--- src/design/wcd_pkg.sv ---
package wcd_pkg;

    localparam int NUM_CONTACTS_DEF = 6;
    localparam int WINDOW_BYTES_DEF = 4;

    localparam int PIN_W      = 6;
    localparam int TH_W       = 6;
    localparam int NOTE_W     = 7;
    localparam int PACK_W     = 42;
    localparam int CHAN_W     = 4;
    localparam int CIDX_W     = 3;
    localparam int CFG_IDX_W  = 3;
    localparam int EVT_IDX_W  = 4;
    localparam int PACKED_CNT = 6;

    // tick records buffered between the counters and the output port
    localparam int EVQ_DEPTH  = 4;

    localparam logic [TH_W-1:0]   PRESS_TH_RST   = 6'd24;
    localparam logic [TH_W-1:0]   RELEASE_TH_RST = 6'd8;
    localparam logic [PACK_W-1:0] NOTES_RST      = 42'd1799956927268;
    localparam logic [PACK_W-1:0] VELS_RST       = 42'd2770422998490;
    localparam logic [CHAN_W-1:0] CHAN_RST       = 4'd9;

    typedef enum logic [CFG_IDX_W-1:0] {
        CFG_PRESS_TH     = 3'd0,
        CFG_RELEASE_TH   = 3'd1,
        CFG_NOTE_NUMBERS = 3'd2,
        CFG_NOTE_VELS    = 3'd3,
        CFG_MIDI_CHANNEL = 3'd4
    } t_cfg_idx;

    // one event handed from the queue to the output port
    typedef struct packed {
        logic [EVT_IDX_W-1:0] idx;
        logic                 note_on;
        logic                 last;
    } t_evt;

    // 7-bit slot of a packed note register; contacts past the sixth read zero
    function automatic logic [NOTE_W-1:0] field7(input logic [PACK_W-1:0] packed_reg,
                                                 input logic [EVT_IDX_W-1:0] idx);
        logic [NOTE_W-1:0] res;
        res = '0;
        if (idx < EVT_IDX_W'(PACKED_CNT)) begin
            res = packed_reg[idx * NOTE_W +: NOTE_W];
        end
        return res;
    endfunction

endpackage

--- src/design/windowed_contact_debouncer_top.sv ---
// Debounces six active-low contacts (more with NUM_CONTACTS) over a sliding window of
// WINDOW_BYTES*8 ticks and reports each press or release as a note event. One tick is
// taken per clock while the event queue (4 ticks deep) has room; the sample history
// sits in a RAM read when the tick is accepted, counters and pressed flags are updated
// in the second stage once the word is back, and the tick's changes then go into the
// event queue. Events leave one per cycle through a single output register while the
// output is not stalled by i_ready, and o_last_event marks the last event of a tick.
// Ticks that change nothing produce no events. History reads as all zeros after reset
// through per-slot valid bits, so no clearing pass.
module windowed_contact_debouncer_top
    import wcd_pkg::*;
#(
    parameter int NUM_CONTACTS = NUM_CONTACTS_DEF,
    parameter int WINDOW_BYTES = WINDOW_BYTES_DEF
) (
    input  logic                 i_clk,
    input  logic                 i_rst_n,

    input  logic                 i_valid,
    output logic                 o_ready,
    input  logic [PIN_W-1:0]     i_pin_levels,

    output logic                 o_valid,
    input  logic                 i_ready,
    output logic [CIDX_W-1:0]    o_contact_index,
    output logic                 o_note_on,
    output logic [NOTE_W-1:0]    o_note_number,
    output logic [NOTE_W-1:0]    o_velocity,
    output logic [CHAN_W-1:0]    o_channel,
    output logic                 o_last_event,

    input  logic                 i_cfg_valid,
    output logic                 o_cfg_ready,
    input  logic [CFG_IDX_W-1:0] i_cfg_index,
    input  logic [PACK_W-1:0]    i_cfg_data
);

    localparam int WS    = WINDOW_BYTES * 8;
    localparam int PW    = $clog2(WS);
    localparam int CW    = $clog2(WS + 1);
    localparam int CMP_W = (CW > TH_W) ? CW : TH_W;
    localparam int LW    = $clog2(EVQ_DEPTH + 1);

    // configuration
    logic [TH_W-1:0]   r_press_th;
    logic [TH_W-1:0]   r_release_th;
    logic [PACK_W-1:0] r_notes;
    logic [PACK_W-1:0] r_vels;
    logic [CHAN_W-1:0] r_chan;

    // window and debounce state
    logic [PW-1:0]           r_pos;
    logic [WS-1:0]           r_hist_vld;
    logic [CW-1:0]           r_cnt [NUM_CONTACTS];
    logic [CW-1:0]           n_cnt [NUM_CONTACTS];
    logic [NUM_CONTACTS-1:0] r_pressed;
    logic [NUM_CONTACTS-1:0] n_pressed;

    // second stage: history word is back from the RAM
    logic                    r_s1_valid;
    logic [PW-1:0]           r_s1_pos;
    logic [NUM_CONTACTS-1:0] r_s1_closed;
    logic                    r_s1_old_vld;

    logic                    in_acc;
    logic [NUM_CONTACTS+PIN_W-1:0] pins_ext;
    logic [NUM_CONTACTS-1:0] closed;
    logic [NUM_CONTACTS-1:0] rd_word;
    logic [NUM_CONTACTS-1:0] old_word;
    logic [NUM_CONTACTS-1:0] chg;
    logic [NUM_CONTACTS-1:0] chg_on;
    logic [CW:0]             sum;
    logic [LW-1:0]           evq_level;
    logic                    evq_valid;
    t_evt                    evq_evt;

    assign o_cfg_ready = 1'b1;

    always_ff @(posedge i_clk) begin
        if (!i_rst_n) begin
            r_press_th   <= PRESS_TH_RST;
            r_release_th <= RELEASE_TH_RST;
            r_notes      <= NOTES_RST;
            r_vels       <= VELS_RST;
            r_chan       <= CHAN_RST;
        end else if (i_cfg_valid) begin
            case (t_cfg_idx'(i_cfg_index))
                CFG_PRESS_TH:     r_press_th   <= i_cfg_data[TH_W-1:0];
                CFG_RELEASE_TH:   r_release_th <= i_cfg_data[TH_W-1:0];
                CFG_NOTE_NUMBERS: r_notes      <= i_cfg_data;
                CFG_NOTE_VELS:    r_vels       <= i_cfg_data;
                CFG_MIDI_CHANNEL: r_chan       <= i_cfg_data[CHAN_W-1:0];
                default: ;
            endcase
        end
    end

    // room for this tick plus the one already in the second stage
    assign o_ready = ({1'b0, evq_level} + (LW+1)'(r_s1_valid)) < (LW+1)'(EVQ_DEPTH);
    assign in_acc  = i_valid && o_ready;

    // contacts without a pin read low, i.e. closed
    assign pins_ext = {{NUM_CONTACTS{1'b0}}, i_pin_levels};
    assign closed   = ~pins_ext[NUM_CONTACTS-1:0];

    wcd_ram #(
        .WIDTH (NUM_CONTACTS),
        .DEPTH (WS)
    ) u_hist_ram (
        .i_clk   (i_clk),
        .i_we    (r_s1_valid),
        .i_waddr (r_s1_pos),
        .i_wdata (r_s1_closed),
        .i_re    (in_acc),
        .i_raddr (r_pos),
        .o_rdata (rd_word)
    );

    assign old_word = r_s1_old_vld ? rd_word : '0;

    always_comb begin
        n_pressed = r_pressed;
        chg       = '0;
        chg_on    = '0;
        sum       = '0;
        for (int i = 0; i < NUM_CONTACTS; i++) begin
            sum = {1'b0, r_cnt[i]} + (CW+1)'(r_s1_closed[i]);
            if (old_word[i] && (sum != '0)) begin
                sum = sum - 1'b1;
            end
            n_cnt[i] = sum[CW-1:0];
            if (r_pressed[i] && (CMP_W'(n_cnt[i]) < CMP_W'(r_release_th))) begin
                chg[i]       = 1'b1;
                n_pressed[i] = 1'b0;
            end else if (!r_pressed[i] && (CMP_W'(n_cnt[i]) > CMP_W'(r_press_th))) begin
                chg[i]       = 1'b1;
                chg_on[i]    = 1'b1;
                n_pressed[i] = 1'b1;
            end
        end
    end

    always_ff @(posedge i_clk) begin
        if (!i_rst_n) begin
            r_pos      <= '0;
            r_hist_vld <= '0;
            r_pressed  <= '0;
            r_s1_valid <= 1'b0;
            for (int i = 0; i < NUM_CONTACTS; i++) begin
                r_cnt[i] <= '0;
            end
        end else begin
            r_s1_valid <= in_acc;
            if (in_acc) begin
                r_pos <= (r_pos == PW'(WS - 1)) ? '0 : r_pos + 1'b1;
            end
            if (r_s1_valid) begin
                r_hist_vld[r_s1_pos] <= 1'b1;
                r_pressed            <= n_pressed;
                for (int i = 0; i < NUM_CONTACTS; i++) begin
                    r_cnt[i] <= n_cnt[i];
                end
            end
        end
    end

    always_ff @(posedge i_clk) begin
        if (in_acc) begin
            r_s1_pos     <= r_pos;
            r_s1_closed  <= closed;
            r_s1_old_vld <= r_hist_vld[r_pos];
        end
    end

    wcd_evq #(
        .NUM_CONTACTS (NUM_CONTACTS)
    ) u_evq (
        .i_clk       (i_clk),
        .i_rst_n     (i_rst_n),
        .i_push      (r_s1_valid && (chg != '0)),
        .i_push_mask (chg),
        .i_push_on   (chg_on),
        .o_level     (evq_level),
        .o_valid     (evq_valid),
        .i_ready     (i_ready),
        .o_evt       (evq_evt)
    );

    assign o_valid         = evq_valid;
    assign o_contact_index = evq_evt.idx[CIDX_W-1:0];
    assign o_note_on       = evq_evt.note_on;
    assign o_note_number   = field7(r_notes, evq_evt.idx);
    assign o_velocity      = evq_evt.note_on ? field7(r_vels, evq_evt.idx) : '0;
    assign o_channel       = r_chan;
    assign o_last_event    = evq_evt.last;

endmodule

--- src/design/wcd_ram.sv ---
module wcd_ram #(
    parameter int WIDTH = 8,
    parameter int DEPTH = 32
) (
    input  logic                     i_clk,
    input  logic                     i_we,
    input  logic [$clog2(DEPTH)-1:0] i_waddr,
    input  logic [WIDTH-1:0]         i_wdata,
    input  logic                     i_re,
    input  logic [$clog2(DEPTH)-1:0] i_raddr,
    output logic [WIDTH-1:0]         o_rdata
);

    logic [WIDTH-1:0] r_mem [DEPTH];
    logic [WIDTH-1:0] r_rdata;

    always_ff @(posedge i_clk) begin
        if (i_we) begin
            r_mem[i_waddr] <= i_wdata;
        end
        if (i_re) begin
            r_rdata <= r_mem[i_raddr];
        end
    end

    assign o_rdata = r_rdata;

endmodule

--- src/design/wcd_evq.sv ---
module wcd_evq
    import wcd_pkg::*;
#(
    parameter int NUM_CONTACTS = NUM_CONTACTS_DEF
) (
    input  logic                               i_clk,
    input  logic                               i_rst_n,
    input  logic                               i_push,
    input  logic [NUM_CONTACTS-1:0]            i_push_mask,
    input  logic [NUM_CONTACTS-1:0]            i_push_on,
    output logic [$clog2(EVQ_DEPTH+1)-1:0]     o_level,
    output logic                               o_valid,
    input  logic                               i_ready,
    output t_evt                               o_evt
);

    localparam int PW = $clog2(EVQ_DEPTH);
    localparam int LW = $clog2(EVQ_DEPTH + 1);
    localparam int SW = (NUM_CONTACTS > 1) ? $clog2(NUM_CONTACTS) : 1;

    logic [NUM_CONTACTS-1:0] r_mask [EVQ_DEPTH];
    logic [NUM_CONTACTS-1:0] r_on   [EVQ_DEPTH];
    logic [PW-1:0]           r_rd;
    logic [PW-1:0]           r_wr;
    logic [LW-1:0]           r_cnt;
    logic                    r_valid;
    t_evt                    r_evt;

    logic [NUM_CONTACTS-1:0] head_mask;
    logic [NUM_CONTACTS-1:0] rest_mask;
    logic [EVT_IDX_W-1:0]    sel;
    logic [SW-1:0]           sel_bit;
    logic                    emit;
    logic                    pop;

    assign head_mask = r_mask[r_rd];

    // lowest pending contact of the head tick goes first
    always_comb begin
        sel       = '0;
        sel_bit   = '0;
        rest_mask = head_mask;
        for (int i = NUM_CONTACTS - 1; i >= 0; i--) begin
            if (head_mask[i]) begin
                sel     = EVT_IDX_W'(i);
                sel_bit = SW'(i);
            end
        end
        rest_mask[sel_bit] = 1'b0;
    end

    assign emit = (r_cnt != '0) && (!r_valid || i_ready);
    assign pop  = emit && (rest_mask == '0);

    always_ff @(posedge i_clk) begin
        if (!i_rst_n) begin
            r_rd    <= '0;
            r_wr    <= '0;
            r_cnt   <= '0;
            r_valid <= 1'b0;
        end else begin
            if (i_push) begin
                r_wr <= r_wr + 1'b1;
            end
            if (pop) begin
                r_rd <= r_rd + 1'b1;
            end
            r_cnt <= r_cnt + LW'(i_push) - LW'(pop);
            if (emit) begin
                r_valid <= 1'b1;
            end else if (i_ready) begin
                r_valid <= 1'b0;
            end
        end
    end

    always_ff @(posedge i_clk) begin
        if (i_push) begin
            r_mask[r_wr] <= i_push_mask;
            r_on[r_wr]   <= i_push_on;
        end
        if (emit) begin
            r_evt.idx     <= sel;
            r_evt.note_on <= r_on[r_rd][sel_bit];
            r_evt.last    <= (rest_mask == '0);
            if (rest_mask != '0) begin
                r_mask[r_rd] <= rest_mask;
            end
        end
    end

    assign o_level = r_cnt;
    assign o_valid = r_valid;
    assign o_evt   = r_evt;

endmodule

--- config.mk ---
export PLATFORM = sky130hd
export DESIGN_NAME = windowed_contact_debouncer_top
export DESIGN_NICKNAME = d
export VERILOG_FILES = /design/src/design/wcd_pkg.sv /design/src/design/windowed_contact_debouncer_top.sv /design/src/design/wcd_ram.sv /design/src/design/wcd_evq.sv
export SDC_FILE = /design/constraint.sdc
export NUM_CORES = 1
export LEC_CHECK = 0
export ABC_CLOCK_PERIOD_IN_PS = 14050
export CORE_ASPECT_RATIO = 1.75
export CORE_MARGIN = 2
export CORE_UTILIZATION = 25
export CTS_BUF_LIST = sky130_fd_sc_hd__clkbuf_4 sky130_fd_sc_hd__clkbuf_8
export DETAILED_ROUTE_END_ITERATION = 10
export DONT_BUFFER_PORTS = 1
export PLACE_DENSITY_LB_ADDON = 0.08
export REMOVE_ABC_BUFFERS = 1
export SLEW_MARGIN = 30
export SYNTH_ARGS = -nofsm -noshare
export SYNTH_HDL_FRONTEND = slang
export SYNTH_HIERARCHICAL = 1
export SYNTH_SLANG_ARGS = --single-unit
--- constraint.sdc ---
create_clock -name i_clk -period 14.05 [get_ports i_clk]
set_input_delay 2.1075 -clock i_clk [delete_from_list [all_inputs] [get_ports i_clk]]
set_output_delay 2.1075 -clock i_clk [all_outputs]
set_load 0.05 [all_outputs]
==> impl_metrics.csv <==
group,metric,value,unit
cts,cts_tree,"yes",
global_routing,grt-ovfl-total,0,
yosys,ys_ff_latch,453,
min_path,hold_path_depth,2,
critical_path,reg2reg_depth,21,
placement,place_area,23300,um^2
critical_path,r2r_setup_slack,7.91,ns
route,finalWirelength,63300,um
yosys,yosysTopAreaCellShare,0.407,
route,drt_pass1_iterations,4,
cts,cts_buffers,78,
yosys,synth_top_cell_by_area,"edfxtp_1",
global_routing,antenna_found_initial,2,
cells_and_area,mostFrequentLayoutCell,"edfxtp_1",
critical_path,r2r-end,"u_evq/o_level[2]",
critical_path,crit_required,14.65,ns
yosys,ys_seq_area_frac,0.547,
cells_and_area,fin_nets,1980,
min_path,hold_path.class,"flip-flop to flip-flop",
sta,fin_hold_ws,0.453,ns
power,p_leak,8.72,nW
route,detail_route.iter0.violations,660,
power,p_per_area,152,nW/um^2
floorplanning,die_width,228,um
route,ant_nets,0,
outcome,run_status,"completed",
floorplanning,pin_count,82,
critical_path,regToRegStartpoint,"r_s1_closed[3]",
route,routed.top_layer,"met4",
global_routing,grt_start_max_net_pins,69,
placement,portBuffers,0,
floorplanning,die_y,397,um
global_routing,track_usage,0.140,
yosys,avgSynthCellArea,12.3,um^2
yosys,async_flop_share,0,
cts,post_cts_buffers,0,
cts,cts_resized,0,
route,vias,14000,
cts,cts_hold_buffers,0,
sta,fin_crit_sh,0.437,
yosys,synth-main-ff-cell,"edfxtp_1",
floorplanning,start_util,0.251,
floorplanning,rows,144,
global_routing,grt_pass1_vias,14700,
floorplanning,coreArea,87700,um^2
cells_and_area,area_delta_synth_final,13.8,%
yosys,synth.distinct_cells,86,
cts,cts-root-buf,"clkbuf_8",
sta,worst_pin_slew,1.02,ns
route,via_per_inst,4.60,
critical_path,crit_arrival,6.73,ns
placement,dp_hpwl,44600,um
critical_path,worst-path-max-fanout,33,
sta,finalHoldViolCount,0,
min_path,min_to,"r_vels[2]",
sta,clock_skew,0.0241,ns
cells_and_area,fillCellCount,9005,
sta,period_needed,6.14,ns
cells_and_area,drive_gt1_frac,0.181,
power,ir_drop,0.0722,mV
critical_path,worst_setup_path_start_kind,"flip-flop",
sta,setup_viol,0,
placement,gp_congestion,0.734,
yosys,mappedNetlistArea,22000,um^2
cells_and_area,final_cell_area,25100,um^2
route,post_drt_wl_per_cell,20.8,um
cells_and_area,final_cell_mix,"edfxtp_1 (299), nand2_1 (230), dfxtp_1 (152)",
route,drcViolationCount,0,
yosys,synth_area_leaders,"edfxtp_1 (41%), dfxtp_1 (14%), mux4_2 (9.7%)",
sta,tns,0,ns
cts,cts.sinks,453,
floorplanning,dieArea,90600,um^2
yosys,ys_warn_count,6,
sta,rsz0062_at_grt,"false",
route,wl_met3,2300,um
cts,clk_latency,0.71,ns
critical_path,end_kind,"flip-flop",
route,wl_met1,22500,um
cts,htree_levels,3,
route,route.met2.wl,36800,um
critical_path,crit_type,"flip-flop to flip-flop",
sta,clock.fmax,163,MHz
sta,relSlewSlack,0.321,
min_path,hp-start,"r_vels[2]",
cts,clock_tree.buffer_depth,3,
sta,slew_violations,0,
flow_run,drv_cap,0,
global_routing,grt_pass1_wl,94400,um
yosys,synth_cells,1796,
cts,clk_pin_slew,0.06,ns
yosys,synth_edf_count,299,
[cell usage after synthesis, types with 37 or more instances]
cell / n
nor2_1: 152
mux2_2: 41
nand3_1: 75
dfxtp_1: 154
mux4_2: 95
clkbuf_1: 63
nor2b_1: 41
a21oi_1: 107
nand2_1: 230
inv_1: 58
ha_1: 107
xnor2_1: 37
edfxtp_1: 299
[flip-flops by register name (all words and copies together) (netlist names), 2 cells and up, named ones only]
signal	cells
r_s1_pos	5
r_pressed	6
r_cnt	36
r_s1_closed	6
r_notes	42
u_evq/r_rd	2
u_evq/o_level	3
u_evq/r_mask	24
r_release_th	6
r_hist_vld	32
o_channel	4
r_press_th	6
u_hist_ram/o_rdata	6
r_vels	42
u_evq/o_evt	5
u_evq/r_wr	2
r_pos	5
u_evq/r_on	24
u_hist_ram/r_mem	192
[worst max-delay path, cell delays in order, from the launching register on]
cell and delay (ns):
edfxtp_1 0.32, buf_4 0.36, ha_1 0.31, nand3_1 0.20
or3_1 0.41, and2_1 0.21, a211oi_2 0.38, mux2i_1 0.24
a32o_1 0.25, xor2_1 0.30, ha_1 0.31, nand3_1 0.11
nor2_1 0.06, nor3_1 0.55, o21bai_1 0.51, o41a_1 0.48
ha_1 0.21, inv_1 0.05, fa_1 0.37, xnor2_1 0.15
xnor2_1 0.12, and2_1 0.15
[kinds of logic (layout without fill, tap and decap cells)]
logic type	count (synthesis)	after routing	share of synthesized area
compound gates	241	241	0.0723
xor+xnor	49	49	0.0195
fa+ha+maj	109	109	0.0621
buf+inv	141	224	0.0270
flops	453	453	0.547
mux	165	165	0.132
other cells	2	3	0.000341
simple gates	636	636	0.140
[per-stage QoR]
| step | util | worst slack [ns] | power (mW) | instances |
|---|---|---|---|---|
| after detailed placement | 0.266 | 7.63 | 2.54 | 2902 |
| after CTS | 0.285 | 7.58 | 3.91 | 3045 |
| final | 0.286 | 7.91 | 3.82 | 3048 |
| after floorplan | - | 8.58 | 2.26 | 1713 |
| after global placement | 0.265 | 7.64 | 2.53 | 2901 |
| after global routing | 0.286 | 7.38 | 4.04 | 3048 |
[report_power, final]
group	total (mW)	switching (mW)	internal (mW)
registers	1.62	0.0869	1.53
logic	0.870	0.532	0.339
clock network	1.33	0.582	0.753
[area by class of cell]
type	count	area (um^2)	share of cell area
diodes	1	2.50	0.0000998
clock buffers	105	1340	0.0534
clock inverters	38	377	0.0150
inverters	58	219	0.00873
multi-input cells	1202	9400	0.375
flip-flops and latches	453	12100	0.481
well taps	1168	1460	0.0583
repair buffers	23	216	0.00863
[worst max path at each step]
| stage | start | end | slack, ns | depth (start not counted) |
|---|---|---|---|---|
| final | r_s1_closed[3] | u_evq/o_level[2] | 7.91 | 21 |
| after global routing | r_s1_closed[3] | u_evq/o_level[2] | 7.38 | 23 |
| after CTS | r_s1_closed[4] | u_evq/o_level[2] | 7.58 | 22 |
| after detailed placement | r_s1_closed[4] | u_evq/o_level[2] | 7.63 | 22 |
| after global placement | r_s1_closed[4] | u_evq/o_level[2] | 7.64 | 22 |
| after floorplan | r_s1_closed[4] | u_evq/o_level[2] | 8.58 | 22 |
[per-layer routing]
metal | vias to the layer above | track usage
met5 | - | 0
met4 | 0 | 0.0547
met3 | 93 | 0.0271
met2 | 224 | 0.285
met1 | 6988 | 0.137
li1 | 6701 | -
Power figures use the tool's default switching activity.
